===== config.mk =====
export PLATFORM = sky130hd
export DESIGN_NAME = mandelbrot_escape_time
export DESIGN_NICKNAME = d
export VERILOG_FILES = /design/src/design/mbe_pkg.sv /design/src/design/mbe_mul.sv /design/src/design/mandelbrot_escape_time.sv
export SDC_FILE = /design/constraint.sdc
export NUM_CORES = 2
export LEC_CHECK = 0
export ABC_AREA = 1
export BUFFER_PORTS_ARGS = -buffer_cell sky130_fd_sc_hd__buf_2
export CORE_ASPECT_RATIO = 0.9
export CORE_MARGIN = 2
export CORE_UTILIZATION = 45
export DETAILED_ROUTE_END_ITERATION = 8
export MAX_ROUTING_LAYER = met4
export SKIP_LAST_GASP = 1
export SLEW_MARGIN = 10
export SYNTH_ARGS = -nofsm -noshare
export SYNTH_HDL_FRONTEND = slang
export SYNTH_SLANG_ARGS = --single-unit

===== constraint.sdc =====
create_clock -name clock -period 8.65 [get_ports clock]
set_clock_uncertainty 0.05 [all_clocks]
set_input_delay 0.865 -clock clock [delete_from_list [all_inputs] [get_ports clock]]
set_output_delay 0.865 -clock clock [all_outputs]
set_load 0.03 [all_outputs]

===== src/design/mbe_pkg.sv =====
// Package for the escape-time pixel evaluator.
// Holds register indexes, reset values and the Q6.26 saturation helpers.
// No dependencies.
package mbe_pkg;

   localparam int FRAC_BITS        = 26;
   localparam int FRAME_WIDTH_DEF  = 1024;
   localparam int FRAME_HEIGHT_DEF = 1024;

   localparam logic [2:0] CSR_ORIGIN_RE  = 3'd0;
   localparam logic [2:0] CSR_ORIGIN_IM  = 3'd1;
   localparam logic [2:0] CSR_STEP_SIZE  = 3'd2;
   localparam logic [2:0] CSR_ITER_LIMIT = 3'd3;
   localparam logic [2:0] CSR_ESCAPE_SQR = 3'd4;

   localparam logic [30:0] STEP_SIZE_RST  = 31'd131072;
   localparam logic [15:0] ITER_LIMIT_RST = 16'd256;
   localparam logic [30:0] ESCAPE_SQR_RST = 31'd268435456;

   localparam logic [7:0] COLOUR_LOW = 8'd255;

   typedef struct packed {
      logic signed [31:0] a;
      logic signed [31:0] b;
   } mul_operands_type;

   function automatic logic signed [31:0] sat_s32(input logic signed [65:0] v);
      logic signed [31:0] r;
      if (v > 66'sd2147483647) begin
         r = 32'sh7FFFFFFF;
      end else if (v < -66'sd2147483648) begin
         r = 32'sh80000000;
      end else begin
         r = v[31:0];
      end
      return r;
   endfunction

   function automatic logic signed [31:0] qsat(input logic signed [63:0] p);
      logic signed [63:0] s;
      s = p >>> FRAC_BITS;
      return sat_s32({{2{s[63]}}, s});
   endfunction

   function automatic logic signed [65:0] ext66(input logic signed [31:0] v);
      return {{34{v[31]}}, v};
   endfunction

endpackage


===== src/design/mbe_mul.sv =====
// Shared signed 32x32 multiplier with registered 64-bit product.
// Depends on mbe_pkg for the operand struct.
module mbe_mul (
   input  logic                     clock,
   input  mbe_pkg::mul_operands_type ops,
   output logic signed [63:0]       prod
);
   import mbe_pkg::*;

   logic signed [63:0] prod_ff;
   logic signed [63:0] prod_in;

   assign prod_in = 64'(ops.a) * 64'(ops.b);

   always_ff @(posedge clock) begin
      prod_ff <= prod_in;
   end

   assign prod = prod_ff;

endmodule


===== src/design/mandelbrot_escape_time.sv =====
// Top level of the escape-time pixel evaluator: registers, sequencer, result.
// Depends on mbe_pkg and mbe_mul.
// One pixel at a time: start is taken while busy is low, and the result appears
// for one cycle with rsp_valid, which cannot be held off. The escape count is the
// iteration cap when the pixel is inside. Every iteration runs its three products
// x*x, y*y, x*y through one shared registered multiplier, followed by the escape
// test and update step.
module mandelbrot_escape_time #(
   parameter int FRAME_WIDTH  = mbe_pkg::FRAME_WIDTH_DEF,
   parameter int FRAME_HEIGHT = mbe_pkg::FRAME_HEIGHT_DEF
) (
   input  logic        clock,
   input  logic        reset,
   input  logic        start,
   output logic        busy,
   input  logic [9:0]  req_column,
   input  logic [9:0]  req_row,
   output logic        rsp_valid,
   output logic [31:0] rsp_colour,
   output logic [15:0] rsp_escape_count,
   output logic        rsp_inside_res,
   input  logic        csr_write,
   input  logic [2:0]  csr_index,
   input  logic [31:0] csr_wdata
);
   import mbe_pkg::*;

   typedef enum logic [2:0] {
      ST_IDLE, ST_MUL_RE, ST_MUL_IM, ST_LOAD_IM,
      ST_MUL_YY, ST_MUL_XY, ST_CHECK, ST_UPD_Y
   } state_type;

   logic signed [31:0] origin_re_ff, origin_im_ff;
   logic [30:0]        step_size_ff, escape_sqr_ff;
   logic [15:0]        iter_limit_ff;

   state_type          state_ff, state_in;
   logic [9:0]         col_ff, col_in, row_ff, row_in;
   logic signed [31:0] c_re_ff, c_re_in, c_im_ff, c_im_in;
   logic signed [31:0] x_ff, x_in, y_ff, y_in;
   logic signed [31:0] sx_ff, sx_in, sy_ff, sy_in, pxy_ff, pxy_in;
   logic [15:0]        k_ff, k_in;
   logic               valid_ff, valid_in;
   logic [31:0]        colour_ff, colour_in;
   logic [15:0]        count_ff, count_in;
   logic               inside_ff, inside_in;

   mul_operands_type   ops;
   logic signed [63:0] prod;
   logic signed [32:0] mag;
   logic               accept;

   mbe_mul u_mul (
      .clock (clock),
      .ops   (ops),
      .prod  (prod)
   );

   assign accept = start && (state_ff == ST_IDLE);
   assign mag    = 33'(sx_ff) + 33'(sy_ff);

   always_ff @(posedge clock) begin
      if (reset) begin
         origin_re_ff  <= '0;
         origin_im_ff  <= '0;
         step_size_ff  <= STEP_SIZE_RST;
         iter_limit_ff <= ITER_LIMIT_RST;
         escape_sqr_ff <= ESCAPE_SQR_RST;
      end else if (csr_write) begin
         unique case (csr_index)
            CSR_ORIGIN_RE:  origin_re_ff  <= csr_wdata;
            CSR_ORIGIN_IM:  origin_im_ff  <= csr_wdata;
            CSR_STEP_SIZE:  step_size_ff  <= csr_wdata[30:0];
            CSR_ITER_LIMIT: iter_limit_ff <= csr_wdata[15:0];
            CSR_ESCAPE_SQR: escape_sqr_ff <= csr_wdata[30:0];
            default: ;
         endcase
      end
   end

   always_comb begin
      ops       = '0;
      state_in  = state_ff;
      col_in    = col_ff;
      row_in    = row_ff;
      c_re_in   = c_re_ff;
      c_im_in   = c_im_ff;
      x_in      = x_ff;
      y_in      = y_ff;
      sx_in     = sx_ff;
      sy_in     = sy_ff;
      pxy_in    = pxy_ff;
      k_in      = k_ff;
      valid_in  = 1'b0;
      colour_in = colour_ff;
      count_in  = count_ff;
      inside_in = inside_ff;
      unique case (state_ff)
         ST_IDLE: begin
            if (accept) begin
               col_in   = (int'(req_column) > FRAME_WIDTH - 1) ?
                          10'(FRAME_WIDTH - 1) : req_column;
               row_in   = (int'(req_row) > FRAME_HEIGHT - 1) ?
                          10'(FRAME_HEIGHT - 1) : req_row;
               k_in     = '0;
               state_in = ST_MUL_RE;
            end
         end
         ST_MUL_RE: begin
            ops.a    = {22'd0, col_ff};
            ops.b    = {1'b0, step_size_ff};
            state_in = ST_MUL_IM;
         end
         ST_MUL_IM: begin
            ops.a    = {22'd0, row_ff};
            ops.b    = {1'b0, step_size_ff};
            c_re_in  = sat_s32(ext66(origin_re_ff) + {{2{prod[63]}}, prod});
            x_in     = c_re_in;
            state_in = ST_LOAD_IM;
         end
         ST_LOAD_IM: begin
            ops.a    = x_ff;
            ops.b    = x_ff;
            c_im_in  = sat_s32(ext66(origin_im_ff) + {{2{prod[63]}}, prod});
            y_in     = c_im_in;
            state_in = ST_MUL_YY;
         end
         ST_MUL_YY: begin
            ops.a    = y_ff;
            ops.b    = y_ff;
            sx_in    = qsat(prod);
            state_in = ST_MUL_XY;
         end
         ST_MUL_XY: begin
            ops.a    = x_ff;
            ops.b    = y_ff;
            sy_in    = qsat(prod);
            state_in = ST_CHECK;
         end
         ST_CHECK: begin
            pxy_in = qsat(prod);
            if (k_ff >= iter_limit_ff) begin
               valid_in  = 1'b1;
               inside_in = 1'b1;
               count_in  = iter_limit_ff;
               colour_in = {16'd0, iter_limit_ff};
               state_in  = ST_IDLE;
            end else if (mag > $signed({2'b00, escape_sqr_ff})) begin
               valid_in  = 1'b1;
               inside_in = 1'b0;
               count_in  = k_ff;
               colour_in = {k_ff, 16'd0} | {7'd0, k_ff, 9'd0} | {24'd0, COLOUR_LOW};
               state_in  = ST_IDLE;
            end else begin
               k_in     = k_ff + 16'd1;
               x_in     = sat_s32(ext66(sx_ff) - ext66(sy_ff) + ext66(c_re_ff));
               state_in = ST_UPD_Y;
            end
         end
         ST_UPD_Y: begin
            ops.a    = x_ff;
            ops.b    = x_ff;
            y_in     = sat_s32((ext66(pxy_ff) <<< 1) + ext66(c_im_ff));
            state_in = ST_MUL_YY;
         end
         default: state_in = ST_IDLE;
      endcase
   end

   always_ff @(posedge clock) begin
      if (reset) begin
         state_ff <= ST_IDLE;
         valid_ff <= 1'b0;
      end else begin
         state_ff <= state_in;
         valid_ff <= valid_in;
      end
      col_ff    <= col_in;
      row_ff    <= row_in;
      c_re_ff   <= c_re_in;
      c_im_ff   <= c_im_in;
      x_ff      <= x_in;
      y_ff      <= y_in;
      sx_ff     <= sx_in;
      sy_ff     <= sy_in;
      pxy_ff    <= pxy_in;
      k_ff      <= k_in;
      colour_ff <= colour_in;
      count_ff  <= count_in;
      inside_ff <= inside_in;
   end

   assign busy             = (state_ff != ST_IDLE);
   assign rsp_valid        = valid_ff;
   assign rsp_colour       = colour_ff;
   assign rsp_escape_count = count_ff;
   assign rsp_inside_res   = inside_ff;

`ifndef NO_ASSERTIONS
   a_start_busy: assert property (@(posedge clock) disable iff (reset)
      (start && !busy) |=> busy) else $error("item accepted but block not busy");
   a_valid_idle: assert property (@(posedge clock) disable iff (reset)
      rsp_valid |-> (!busy && $past(busy))) else $error("result outside item end");
   a_inside_cnt: assert property (@(posedge clock) disable iff (reset)
      (rsp_valid && rsp_inside_res) |-> (rsp_escape_count == iter_limit_ff))
      else $error("inside count differs from cap");
   a_escape_cnt: assert property (@(posedge clock) disable iff (reset)
      (rsp_valid && !rsp_inside_res) |-> (rsp_escape_count < iter_limit_ff))
      else $error("escape count reaches cap");
`endif

endmodule

==> run_results.csv <==
group,metric,value,unit
grt,grt_pass1_vias,66550,
critical_path,cpPeakStageDelay,0.59,ns
cts,clk_latency,0.67,ns
synthesis,post_synth.cell_area_avg,7.459,um2
final_layout,final_nets,12310,
hold_path,min_path_type,"input port to register",
grt,grt_overflow,0,
pwr,vdd_drop_max,174.0,uV
cts,cts-htree-levels,2,
place,portBuffers,109,
critical_path,start_kind,"register",
status,status,"completed",
floorplan,io_pins,110,
final_layout,final_cell_mix,"nand2_1, inv_1, fa_1, nor2_1, buf_4",
pwr,powerDensity,139.2,mW/mm2
synthesis,synth.distinct_cells,59,
cts,cts_num_sinks,519,
routing,remaining_drc_errors,0,
critical_path,criticalPathCategory,"register to register",
timing,slew_violations,0,
final_layout,stdcell_count,12980,
floorplan,die_w,437.3,um
place,pre_cts_ws,-0.2775,ns
routing,firstDrtPassIters,7,
floorplan,core-area,0.1684,mm2
pwr,p_comb_frac,0.490,
synthesis,synth_edf_count,309,
synthesis,netlist_area,0.07605,mm2
routing,ant_nets,0,
critical_path,crit_fanout,10,
hold_path,holdPathStages,1,
floorplan,row_count,143,
critical_path,r2r_slack,0.18,ns
pwr,p_seq_frac,0.291,
timing,finalSetupTns,0,ns
pwr,p_switching,5.617,mW
grt,grt_start_max_net_pins,99,
cts,cts_buffer_depth,3,
job,drv_cap,0,
final_layout,nFillCells,16690,
place,place.gp.congestion,1.040,
critical_path,reg2regPathDepth,32,
pwr,static-leakage-power,46.62,nW
floorplan,start_util,0.4517,
final_layout,layout-drive-gt1-share,0.1072,
floorplan,die-area,0.1723,mm2
timing,period_share,0.9791,
cts,cts_inserted_buffers,57,
synthesis,syn-num-nets,11830,
timing,rsz0062_at_grt,"true",
grt,grt_pass1_wl,429.7,mm
synthesis,synth_cells,10200,
synthesis,yosysSeqAreaShare,0.1773,
final_layout,area_delta_synth_final,13.02,%
critical_path,required,9.09,ns
final_layout,largest_reg_flops,64,
routing,wire_per_inst,22.26,um
place,placed_cells,12830,
critical_path,cp.arrival,8.91,ns
timing,setup_viol,0,
pwr,switching_share,0.4694,
synthesis,synth-seq-cells,519,
cts,holdBufCountCts,0,
timing,worst_pin_slew,1.455,ns
cts,cts_tree,"built",
routing,avgViaCountPerCell,5.207,
synthesis,synthFlopType,"edfxtp_1",
routing,totalWireLength,288.9,mm
synthesis,synthArstFlopShare,0,
timing,period_needed,8.470,ns
timing,hold_viol_final,0,
timing,max_freq,118.1,MHz
synthesis,yosysWarnings,0,
timing,max_slew_margin,0.01956,
timing,worst_slack,0.1804,ns
grt,grtUsageTotal,0.3445,
routing,drt_iter0_markers,6611,
routing,vias,67570,
critical_path,worst_path_most_repeated_cell,"fa_1",
critical_path,cp-end-kind,"register",
floorplan,die_h,394.0,um
place,dpl.hpwl,246.3,mm
critical_path,critPathSlowestCell,"fa_1",
cts,clockRootBuffer,"clkbuf_16",
pwr,pwr-share-clk,0.219,
pwr,p_int,6.349,mW
final_layout,final_common_cell,"nand2_1",
cts,clk_pin_slew_worst_paths,0.07,ns
grt,antenna_found_initial,8,
final_layout,post-route-util,0.5105,
[cell type report]
cell class | count | area [um2] | share of cell area
Clock buffer | 74 | 1624 | 0.01890
Inverter | 2468 | 9336 | 0.1086
Clock inverter | 34 | 380.4 | 0.004426
Antenna cell | 12 | 30.03 | 0.0003494
Timing Repair Buffer | 677 | 5507 | 0.06407
Timing Repair inverter | 2 | 15.01 | 0.0001747
Sequential cell | 519 | 13490 | 0.1569
Multi-Input combinational cell | 6945 | 52750 | 0.6138
Tap cell | 2247 | 2811 | 0.03271
[power groups by stage]
stage,clock network [mW],registers [mW],logic (mW)
2_1_floorplan,0,3.20,3.11
3_3_place_gp,0,3.52,5.59
3_5_place_dp,0,3.51,5.62
4_1_cts,2.64,3.46,5.67
5_1_grt,2.74,3.46,6.27
6_report,2.62,3.48,5.86
[timing repair]
action | CTS | global route
pin swaps | 3 | 18
endpoints found under the setup margin | 16 | 34
gates resized for setup | 38 | 158
gates cloned | 0 | 3
setup buffers | 5 | 17
[routing by layer]
| metal | wire length, um | track usage | vias up |
|---|---|---|---|
| met3 | 23020 | 0.04428 | 418 |
| met1 | 128800 | 0.4893 | 33160 |
| met5 | 0 | - | - |
| met2 | 125200 | 0.5084 | 2696 |
| li1 | - | - | 31290 |
| met4 | 11960 | 0.1151 | 0 |
[cell families (layout without fill, tap and decap cells)]
family / count (synthesis) / after routing / share of synthesized area
simple gates: 4265 / 4265 / 0.2261
buf+inv: 2731 / 3255 / 0.1372
fa+ha+maj: 1576 / 1576 / 0.3697
compound gates: 884 / 884 / 0.06437
flops: 519 / 519 / 0.1773
xor+xnor: 220 / 220 / 0.02534
other cells: 0 / 12 / 0
[cells in the mapped netlist (8+ instances only)]
master	n	area share
nand3_1	218	0.014
nand2_2	145	0.012
xnor2_1	74	0.0085
and2_1	8	0.00066
buf_1	8	0.00039
dfxtp_1	210	0.055
edfxtp_1	309	0.12
nand2_1	2841	0.14
ha_1	458	0.075
o21ai_0	312	0.021
o21a_1	11	0.0011
buf_2	21	0.0014
a32o_1	14	0.0018
clkbuf_1	219	0.011
clkinv_1	25	0.0012
nor3_1	46	0.0030
nand4_1	39	0.0032
nor2_1	859	0.042
fa_1	1118	0.29
inv_2	8	0.00039
a21o_1	26	0.0026
nor4_1	31	0.0026
o21bai_1	25	0.0025
a21oi_1	397	0.026
buf_6	9	0.0013
a31oi_1	21	0.0017
inv_1	2435	0.12
a211oi_1	9	0.00089
and3_1	13	0.0011
nand3_2	11	0.0014
xor2_1	146	0.017
nor2_2	35	0.0029
a22oi_1	21	0.0021
[stage by stage]
stage | area [um2] | power [mW] | hold WS, ns
2_1_floorplan | 76060 | 6.307 | 0.3792
3_3_place_gp | 82990 | 9.106 | 0.3958
3_5_place_dp | 82990 | 9.131 | 0.4038
4_1_cts | 85170 | 11.77 | 0.3111
5_1_grt | 85920 | 12.47 | 0.3218
6_report | 85950 | 11.97 | 0.3337
[critical path: cells and delay by family (launching register included)]
kind / cells / cell delay [ns]
adders and majority gates: 9 / 4.56
buffers and inverters: 11 / 1.40
AOI/OAI and AO/OA: 5 / 1.02
and+or+nand+nor: 6 / 0.73
DFF: 1 / 0.38
xor gates and xnor gates: 1 / 0.14
[worst paths after layout]
check	to	from
max	u_mul.prod[59]	state_ff[2]
min	row_ff[1]	req_row[1]
max reg2reg	u_mul.prod[59]	state_ff[2]
min reg2reg	escape_sqr_ff[7]	escape_sqr_ff[7]
No activity file was read; power rests on OpenSTA's default activity.
